## src/rtl/core/bql_pkg.sv

```systemverilog
`timescale 1ns / 1ps
`default_nettype none

package bql_pkg;

  localparam int unsigned NUM_COEFS = 5;
  localparam int unsigned CFG_INDEX_WIDTH = 3;

  typedef logic [CFG_INDEX_WIDTH-1:0] cfg_index_t;

  localparam cfg_index_t CFG_B0 = 3'd0;
  localparam cfg_index_t CFG_B1 = 3'd1;
  localparam cfg_index_t CFG_B2 = 3'd2;
  localparam cfg_index_t CFG_A1 = 3'd3;
  localparam cfg_index_t CFG_A2 = 3'd4;

endpackage

`default_nettype wire

```

## src/rtl/core/bql_coef_regs.sv

```systemverilog
`timescale 1ns / 1ps
`default_nettype none

module bql_coef_regs #(
  parameter int unsigned COEF_FRAC_BITS = 16,
  parameter int unsigned COEF_WIDTH     = 18
) (
  input  wire logic                         clk,
  input  wire logic                         rst,
  input  wire logic                         cfg_we,
  input  wire bql_pkg::cfg_index_t          cfg_index,
  input  wire logic        [COEF_WIDTH-1:0] cfg_data,
  output logic signed      [COEF_WIDTH-1:0] coef_b0,
  output logic signed      [COEF_WIDTH-1:0] coef_b1,
  output logic signed      [COEF_WIDTH-1:0] coef_b2,
  output logic signed      [COEF_WIDTH-1:0] coef_a1,
  output logic signed      [COEF_WIDTH-1:0] coef_a2
);
  import bql_pkg::*;

  localparam logic signed [COEF_WIDTH-1:0] UNITY = COEF_WIDTH'(1) << COEF_FRAC_BITS;

  always_ff @(posedge clk) begin
    if (rst) begin
      coef_b0 <= UNITY;
      coef_b1 <= '0;
      coef_b2 <= '0;
      coef_a1 <= '0;
      coef_a2 <= '0;
    end else if (cfg_we) begin
      unique case (cfg_index)
        CFG_B0:  coef_b0 <= cfg_data;
        CFG_B1:  coef_b1 <= cfg_data;
        CFG_B2:  coef_b2 <= cfg_data;
        CFG_A1:  coef_a1 <= cfg_data;
        CFG_A2:  coef_a2 <= cfg_data;
        default: ;
      endcase
    end
  end

endmodule

`default_nettype wire

```

## config.mk

```make
export PLATFORM = sky130hd
export DESIGN_NAME = bql_coef_regs
export DESIGN_NICKNAME = d
export VERILOG_FILES = /design/src/rtl/core/bql_pkg.sv /design/src/rtl/core/bql_coef_regs.sv
export SDC_FILE = /design/constraint.sdc
export NUM_CORES = 1
export LEC_CHECK = 0
export ABC_AREA = 1
export BUFFER_PORTS_ARGS = -buffer_cell sky130_fd_sc_hd__buf_2
export CORE_MARGIN = 4
export CORE_UTILIZATION = 45
export CTS_CLUSTER_DIAMETER = 200
export DETAILED_ROUTE_END_ITERATION = 12
export GPL_ROUTABILITY_DRIVEN = 0
export PLACE_DENSITY_LB_ADDON = 0.12
export SKIP_CTS_REPAIR_TIMING = 1
export SYNTH_ARGS = -nofsm -noshare
export SYNTH_HDL_FRONTEND = slang
export SYNTH_SLANG_ARGS = --single-unit
```

## constraint.sdc

```tcl
create_clock -name clk -period 1.2 [get_ports clk]
set_input_delay 0.18 -clock clk [delete_from_list [all_inputs] [get_ports clk]]
set_output_delay 0.18 -clock clk [all_outputs]
set_load 0.01 [all_outputs]
```

; ---- Word-level counts from Yosys, hierarchy flattened
; Cells that the tools add are included.
; Widths: inputs -> output; s select.
[classes]
eq_ne = 4
n_reduce_logical = 6
[op_table]
columns = operator, n
row1 = $reduce_and 2->1, 5
row2 = $eq 3x2->1 const B, 2
row3 = $eq 3x1->1 const B, 1
row4 = $eq 3x3->1 const B, 1
row5 = $logic_not 3->1, 1
[word_totals]
word_cells = 15
register_bits = 90

; ---- Longest topological paths before layout
; Gate-level depths: netlist (run 1).
[logic_depth]
depth_word = 2
ltp_mapped = 6
depth_no_buf = 5

; ---- Worst setup path after synthesis (run 1)
; Ideal clock, no wire load.
[synth_timing]
kind = input to register
start = input cfg_index[2]
end = register coef_b1[15]
path_slack_ns = 0.224
path_stages = 6
path_buffers = 1
arrival_time_ns = 0.912
t_required_ns = 1.136
path_cell_list = inv_1 nand2_2 nor2_2 buf_4 nor2_1 nor2_1
[synth_via]
elab_chain_cells = 2
[synth_rtl]
columns = element, line
row1 = start: declaration, bql_coef_regs.sv:11  ; input wire bql_pkg::cfg_index_t cfg_index,
row2 = $eq 3x1->1, bql_coef_regs.sv:31  ; unique case (cfg_index)
row3 = $reduce_and 2->1 (no line), n/a
row4 = end signal: assignment, bql_coef_regs.sv:33  ; CFG_B1: coef_b1 <= cfg_data;
row5 = end: declaration, bql_coef_regs.sv:14  ; output logic signed [COEF_WIDTH-1:0] coef_b1,
; No other way between the ends.
; A chain may end at the register's enable or synchronous reset.

; ---- Final worst setup path (run 1)
[layout_timing]
start = register coef_b1[8]
end = output coef_b1[8]
; No word-level cell between the ends.

==> results.rst, run 1 <==
.. list-table::
   :header-rows: 1

   * - Metric
     - Value
   * - TritonCTS clock tree
     - done
   * - Root buffer cell
     - sky130_fd_sc_hd__clkbuf_8
   * - Vertical extent of the die
     - about 100 um
   * - Fraction of the yosys area taken by sequential cells
     - 50.05%
   * - Net count of the mapped netlist
     - 542
   * - Number of antenna violations at the first check in global routing
     - 0
   * - Hold path start
     - cfg_data[16]
   * - Capture instance of the worst register-to-register path
     - coef_a1[14]
   * - Die area
     - between 9000 and 10000 um^2
   * - Kind of capture point of the worst setup path
     - output port
   * - Worst setup path category
     - flop to output port
   * - YS warnings
     - 0
   * - Hold Crit Class
     - primary input to flop
   * - Syn avg cell area
     - just under 7 um^2
   * - Fraction of layout cells with a size suffix above 1
     - 24.80%
   * - Design internal power
     - between 4 and 5 mW
   * - Deepest level of the CTS H-tree
     - 3
   * - Number of non-filler instances in the completed layout
     - ~740
   * - Leading cell type in the layout, fill and taps excluded
     - sky130_fd_sc_hd__nor2_1
   * - Total clock buffers created by CTS
     - 9
   * - Sequential fraction of design power
     - between 50% and 60%
   * - Worst setup slack after layout
     - around 0.14 ns
   * - Core box area
     - around 7800 um^2
   * - DRC marker count from the first detailed-route iteration
     - 210
   * - Layout Area Growth over Synthesis
     - 29.09%
   * - Vias in the first global route
     - between 3000 and 4000
   * - Switching power
     - roughly 1.6 mW
   * - Data arrival, critical path
     - just under 0.9 ns
   * - Total routing usage reported by global routing
     - a little over a fifth
   * - Vias
     - between 3000 and 4000
   * - CP Max Fanout
     - 2
   * - Register-to-Register Setup Slack
     - roughly 0.60 ns
   * - Max-slew violation total from the final report
     - 0
   * - Nets
     - 657
   * - Terminating pin of the worst hold path
     - coef_b0[16]
   * - DRT Wirelength
     - between 9 and 10 mm
   * - Final critical path time including I/O delays and setup
     - approximately 1.1 ns
   * - Effective utilization at floorplan
     - 46.34%
   * - Startpoint Class
     - flop
   * - Number of optimization iterations in the first detailed-route pass
     - 4
   * - HPWL after detailed placement
     - ~6.9 mm
   * - Outcome
     - completed
   * - Number of buffer and inverter instances along the worst setup path
     - 1
   * - Largest delay contributor family on the critical path
     - flip-flops
   * - Clock network power share
     - a little under two fifths
   * - Combinational fraction of design power
     - about 12%
   * - Highest-delay cell along the critical path
     - sky130_fd_sc_hd__dfxtp_1
   * - Sinks on Clock Net
     - 90
   * - Leftover overflow at the end of global routing
     - 0
   * - Slew headroom
     - between 80% and 90%
   * - Power density of the placed cells
     - about 1300 nW/um^2
   * - Leading post-synthesis cells by cell area
     - sky130_fd_sc_hd__dfxtp_1, sky130_fd_sc_hd__nor2_1, sky130_fd_sc_hd__nand3_1
   * - Number of core rows
     - 32
   * - Setup repair after global routing missed its margin
     - no
   * - Commonest non-fill, non-tap cells in the layout
     - sky130_fd_sc_hd__nor2_1, sky130_fd_sc_hd__buf_2, sky130_fd_sc_hd__nand2_1, sky130_fd_sc_hd__nand3_1, sky130_fd_sc_hd__dfxtp_1
   * - Clk slew on worst S/H paths
     - ~0.09 ns
   * - Post-synthesis cell type count
     - 14
   * - Share of the clock period used by the worst path after layout
     - between 80 and 90%
   * - Proportion of netlist area held by the largest area contributor
     - about half
   * - Die W
     - around 97 um
   * - Setup_tns
     - 0 ns
   * - Port-buffer cells
     - roughly 110
   * - Pin count of the biggest net entering global routing
     - slightly above 50
   * - Fraction of power spent switching nets
     - approximately 25%
   * - Routed WL per cell
     - roughly 13 um
   * - Pre-CTS setup slack
     - 0.1012 ns
   * - Highest clock frequency the design can meet
     - about 950 MHz
   * - Tightest hold margin
     - between 0.04 and 0.05 ns
   * - Netlist area before placement
     - 3600 um^2
   * - Leakage power total
     - between 2 and 2.5 nW
   * - Number of cells on the worst hold path
     - 3
   * - Number of inserted diodes
     - 0
   * - Reg-to-reg startpoint
     - coef_a1[14]
   * - Biggest area consumer among synthesized cells
     - sky130_fd_sc_hd__dfxtp_1
   * - CP Cell Sequence
     - buf_2
   * - Number of standard cells after synthesis
     - around 520
   * - Clock buffer depth
     - 2
   * - Cell depth of the worst flop-to-flop path
     - 2
   * - Post-route antenna net violation count
     - 0
   * - Via count normalized by instance count
     - just under 5
   * - Number of maximum-capacitance constraint violations
     - 0
   * - Required time of the critical path
     - between 1 and 1.5 ns
   * - DRC violations left
     - 0
   * - Num ports
     - between 100 and 150
   * - Final Hold Fails
     - 0
   * - Global-route wire length before repair
     - 16.64 mm
   * - Filler instances
     - roughly 770
   * - Largest stage delay on the critical path
     - 0.37 ns
   * - Worst Tran Pin Value
     - roughly 0.26 ns
   * - Final setup viols
     - 0
   * - Register bit total from synthesis
     - 90
   * - Post-Place Cells
     - 724
   * - Fin Clk Skew
     - 0 ns
   * - Worst-skew pair later-pin latency
     - around 0.35 ns
   * - Largest vdd supply drop
     - approximately 590 uV
logic make-up (layout without fill, tap and decap cells):
| group | after synthesis | after routing | synth area share [%] |
|---|---|---|---|
| buf+inv | 53 | 172 | 6.604 |
| flops | 90 | 90 | 50.05 |
| simple gates | 375 | 375 | 43.34 |
power groups by stage:
stage | clock network, mW | registers, mW | logic (mW)
after floorplan | 0 | 3.26 | 0.402
after global placement | 0 | 3.21 | 0.757
after detailed placement | 0 | 3.21 | 0.769
after CTS | 2.39 | 3.14 | 0.771
after global routing | 2.52 | 3.16 | 0.864
final | 2.34 | 3.14 | 0.767
metrics by stage:
step           util, %  power, mW  instance area, um^2
2_1_floorplan        -      3.661                 3600
3_3_place_gp     56.93      3.968                 4422
3_5_place_dp     56.93      3.982                 4422
4_1_cts          59.83      6.303                 4647
5_1_grt          59.83      6.539                 4647
6_report         59.83      6.247                 4647
metal layers:
layer / vias up / track usage (%) / part of all wire [%]
met5: - / 0 / 0
met4: 0 / 7.774 / 1.8
met3: 16 / 5.743 / 8.0
met2: 132 / 32.58 / 45
met1: 1589 / 28.92 / 45
li1: 1836 / - / -
how the worst max path moves through the flow:
stage                            start          end  slack [ns]  cells past startpoint
after floorplan           cfg_index[2]  coef_b1[15]        0.22                      6
final                       coef_b1[8]   coef_b1[8]        0.14                      1
after detailed placement  cfg_index[0]  coef_b0[13]        0.10                      7
after global routing       coef_a2[16]  coef_a2[16]        0.10                      1
after CTS                   coef_b1[8]   coef_b1[8]        0.14                      1
after global placement    cfg_index[2]  coef_b1[13]        0.17                      7
cell usage after synthesis:
master	number
sky130_fd_sc_hd__inv_2	1
sky130_fd_sc_hd__buf_4	6
sky130_fd_sc_hd__nor2_2	6
sky130_fd_sc_hd__buf_2	13
sky130_fd_sc_hd__nor2_4	3
sky130_fd_sc_hd__dfxtp_1	90
sky130_fd_sc_hd__clkinv_1	2
sky130_fd_sc_hd__clkbuf_1	2
sky130_fd_sc_hd__inv_1	22
sky130_fd_sc_hd__nand2_1	97
sky130_fd_sc_hd__buf_1	7
sky130_fd_sc_hd__nor2_1	178
sky130_fd_sc_hd__nand3_1	90
sky130_fd_sc_hd__nand2_2	1
state kept, by name (all words and copies together), names as in the netlist:
signal   count
coef_b2     18
coef_a1     18
coef_b0     18
coef_b1     18
coef_a2     18
tightest hold or removal path, delay by kind of cell:
| family | cells | cell delay (ns) |
|---|---|---|
| simple gates | 2 | 0.11 |
| buf+inv | 1 | 0.09 |
layout make-up:
type,count,area [um^2],area share (%)
multi-input cells,375,1565,33.68
well taps,102,127.6,2.746
clock inverters,4,73.82,1.589
flip-flops and latches,90,1802,38.77
clock buffers,11,151.4,3.258
repair buffers,132,833.3,17.93
inverters,25,93.84,2.019
Power figures use the tool's default switching activity.
==> run 2: changes to the inputs <==
Settings changed: ABC_AREA 1 to not set.
==> run 2 against run 1 <==
Cell count fell by 27%. Setup slack gained 0.022 ns. Clock power down 11%. Critical path type unchanged. Largest cell class unchanged.
==> results.rst, run 2 <==
.. list-table::
   :header-rows: 1

   * - Metric
     - Value
   * - Kind of capture point of the worst setup path
     - output port
   * - Number of core rows
     - 32 (unchanged)
   * - DRT Wirelength
     - 8.170 mm (-17%)
   * - Number of standard cells after synthesis
     - 318 (-39%)
   * - Post-Place Cells
     - 525 (-27%)
   * - Hold Crit Class
     - primary input to flop
   * - Die W
     - 96.99 um (-0.47%)
   * - Dominant combinational cell family by area after synthesis
     - multiplexers
   * - Netlist area before placement
     - 3563 um^2 (-1.0%)
   * - Worst Tran Pin Value
     - 0.3029 ns (+0.04140 ns)
   * - Global-route wire length before repair
     - 13.23 mm (-20%)
   * - Leading post-synthesis cells by cell area
     - sky130_fd_sc_hd__dfxtp_1, sky130_fd_sc_hd__mux2i_1, sky130_fd_sc_hd__nand2b_1
   * - Basic-gate share of the synthesized area counting and, or, nand and nor cells
     - 21.00% (-22 points)
   * - Outcome
     - completed
   * - Proportion of netlist area held by the largest area contributor
     - 50.56% (+0.51 points)
   * - Required time of the critical path
     - 1.02 ns (about the same)
   * - Fraction of layout cells with a size suffix above 1
     - 33.03% (+8.2 points)
   * - Met1 Use GR
     - 22.25% (-6.7 points)
   * - Startpoint Class
     - flop
   * - Total Power Consumption
     - 5.651 mW (-9.5%)
   * - Clock buffer depth
     - 2 (unchanged)
   * - Num ports
     - 114 (unchanged)
   * - Largest delay contributor family on the critical path
     - flip-flops
   * - Post-synthesis cell type count
     - 13 (-1)
   * - Commonest register cell after synthesis
     - sky130_fd_sc_hd__dfxtp_1
   * - Deepest level of the CTS H-tree
     - 3 (unchanged)
   * - Number of inserted diodes
     - 0 (unchanged)
   * - Clk slew on worst S/H paths
     - 0.08 ns (about the same)
   * - DRC marker count from the first detailed-route iteration
     - 73 (-65%)
   * - Filler instances
     - 684 (-12%)
   * - Vertical extent of the die
     - 96.99 um (-0.47%)
   * - Slew headroom
     - 79.80% (-2.7 points)
   * - Most numerous cell types in the synthesized netlist
     - sky130_fd_sc_hd__nand2b_1, sky130_fd_sc_hd__dfxtp_1, sky130_fd_sc_hd__mux2i_1, sky130_fd_sc_hd__clkbuf_1, sky130_fd_sc_hd__buf_2
   * - Post-Route Utilization
     - 58.76% (-1.1 points)
   * - Via count normalized by instance count
     - 4.725 (-2.3%)
   * - Net count of the mapped netlist
     - 342 (-37%)
   * - Largest vdd supply drop
     - 611.8 uV (+4.2%)
   * - YS warnings
     - 0 (unchanged)
   * - CP Cell Sequence
     - buf_2
   * - Met2 routing resource usage after global routing
     - 27.97% (-4.6 points)
   * - Commonest non-fill, non-tap cells in the layout
     - sky130_fd_sc_hd__buf_2, sky130_fd_sc_hd__nand2b_1, sky130_fd_sc_hd__mux2i_1, sky130_fd_sc_hd__dfxtp_1, sky130_fd_sc_hd__clkbuf_8
   * - Share of the clock period used by the worst path after layout
     - 86.26% (-1.8 points)
   * - Number of optimization iterations in the first detailed-route pass
     - 4 (unchanged)
   * - Setup repair after global routing missed its margin
     - no
   * - Fin Clk Skew
     - 0 ns (unchanged)
   * - Most common cell in the synthesized netlist
     - sky130_fd_sc_hd__nand2b_1
   * - Worst-skew pair later-pin latency
     - 0.34 ns (about the same)
   * - Total clock buffers created by CTS
     - 9 (unchanged)
   * - Final Hold Fails
     - 0 (unchanged)
   * - Port-buffer cells
     - 113 (unchanged)
   * - Largest stage delay on the critical path
     - 0.37 ns (about the same)
   * - Vias in the first global route
     - 2535 (-25%)
   * - Number of maximum-capacitance constraint violations
     - 0 (unchanged)
   * - Effective utilization at floorplan
     - 46.11% (-0.23 points)
   * - Final setup viols
     - 0 (unchanged)
   * - Leakage power total
     - 2.402 nW (+3.4%)
   * - Highest clock frequency the design can meet
     - 966.0 MHz (+2.1%)
   * - Core box area
     - 7727 um^2 (-0.52%)
   * - Post-synthesis compound-gate area fraction
     - 0% (unchanged)
   * - Setup_tns
     - 0 ns (unchanged)
   * - Vias
     - 2556 (-28%)
   * - TritonCTS clock tree
     - done
   * - Nets
     - 458 (-30%)
   * - Layout Area Growth over Synthesis
     - 27.42%
   * - Tightest hold margin
     - 0.1409 ns (+0.09824 ns)
   * - DRC violations left
     - 0 (unchanged)
   * - Post-route antenna net violation count
     - 0 (unchanged)
   * - Routed WL per cell
     - 15.10 um (+13%)
   * - Fraction of the yosys area taken by sequential cells
     - 50.56% (+0.51 points)
   * - Biggest area consumer among synthesized cells
     - sky130_fd_sc_hd__dfxtp_1
   * - Post-synthesis adder-cell area fraction
     - 0% (unchanged)
   * - Met3 capacity usage during global routing
     - 5.912% (+0.17 points)
   * - Max-slew violation total from the final report
     - 0 (unchanged)
   * - Power density of the placed cells
     - 1245 nW/um^2 (-7.4%)
   * - Worst setup path category
     - flop to output port
   * - XOR/XNOR Fraction of Synth Area
     - 0% (unchanged)
   * - CP Max Fanout
     - 2 (unchanged)
   * - Number of non-filler instances in the completed layout
     - 541 (-27%)
   * - Register bit total from synthesis
     - 90 (unchanged)
   * - Syn avg cell area
     - 11.21 um^2 (+61%)
   * - Pin count of the biggest net entering global routing
     - 52 (+2.0%)
   * - Data arrival, critical path
     - 0.86 ns (-0.02 ns)
   * - GRT Max-Usage Layer
     - met2
   * - Leading cell type in the layout, fill and taps excluded
     - sky130_fd_sc_hd__buf_2
   * - Final critical path time including I/O delays and setup
     - 1.035 ns (-0.02210 ns)
   * - Multiplexer share of the synthesized area
     - 25.28% (+25 points)
   * - HPWL after detailed placement
     - 5.797 mm (-16%)
   * - Root buffer cell
     - sky130_fd_sc_hd__clkbuf_8
   * - Total routing usage reported by global routing
     - 17.48% (-3.8 points)
   * - Number of enable flip-flop cells after synthesis
     - 0 (unchanged)
   * - Leftover overflow at the end of global routing
     - 0 (unchanged)
   * - Sinks on Clock Net
     - 90 (unchanged)
   * - Number of buffer and inverter instances along the worst setup path
     - 1 (unchanged)
   * - Die area
     - 9406 um^2 (-0.93%)
   * - FFs w/ async S/R, synth
     - 0% (unchanged)
   * - Number of antenna violations at the first check in global routing
     - 0 (unchanged)
   * - Highest-delay cell along the critical path
     - sky130_fd_sc_hd__dfxtp_1
## run 2: cells by family (layout without fill, tap and decap cells)
kind of cell / Yosys count / in the layout
muxes: 90 / 90
buffers and inverters: 22 / 143
and+or+nand+nor: 116 / 116
DFF: 90 / 90
## run 2: per-stage QoR
step           worst slack [ns]  area [um^2]
2_1_floorplan            0.1036         3563
3_3_place_gp           -0.06579         4337
3_5_place_dp           -0.07772         4337
4_1_cts                  0.1418         4541
5_1_grt                  0.1132         4541
6_report                 0.1649         4541
## run 2: per-layer routing
metal / part of all wire, % / up-vias
met1: 44 / 1183
met4: 0.95 / 0
li1: - / 1281
met3: 7.2 / 9
met2: 47 / 83
met5: 0 / -
## run 2: worst paths after layout
| check | start | cells after the start | slack, ns | endpoint |
|---|---|---|---|---|
| max | coef_b0[17] | 1 | 0.16 | coef_b0[17] |
| min | cfg_data[16] | 3 | 0.14 | coef_b0[16] |
| max reg2reg | coef_b0[17] | 2 | 0.58 | coef_b0[17] |
| min reg2reg | coef_b1[12] | 2 | 0.47 | coef_b1[12] |
## run 2: report_power, final
part / internal (mW) / switching (mW)
Sequential: 3.05 / 0.0334
Combinational: 0.237 / 0.244
Clock: 1.02 / 1.07
Total: 4.31 / 1.34
## run 2: layout make-up
type | instances | area [um^2] | share of cell area [%]
sequential | 90 | 1802 | 39.68
multi-input combinational | 206 | 1662 | 36.59
timing repair buffer | 127 | 745.7 | 16.42
clock buffer | 10 | 137.6 | 3.031
tap | 102 | 127.6 | 2.811
clock inverter | 6 | 66.31 | 1.460
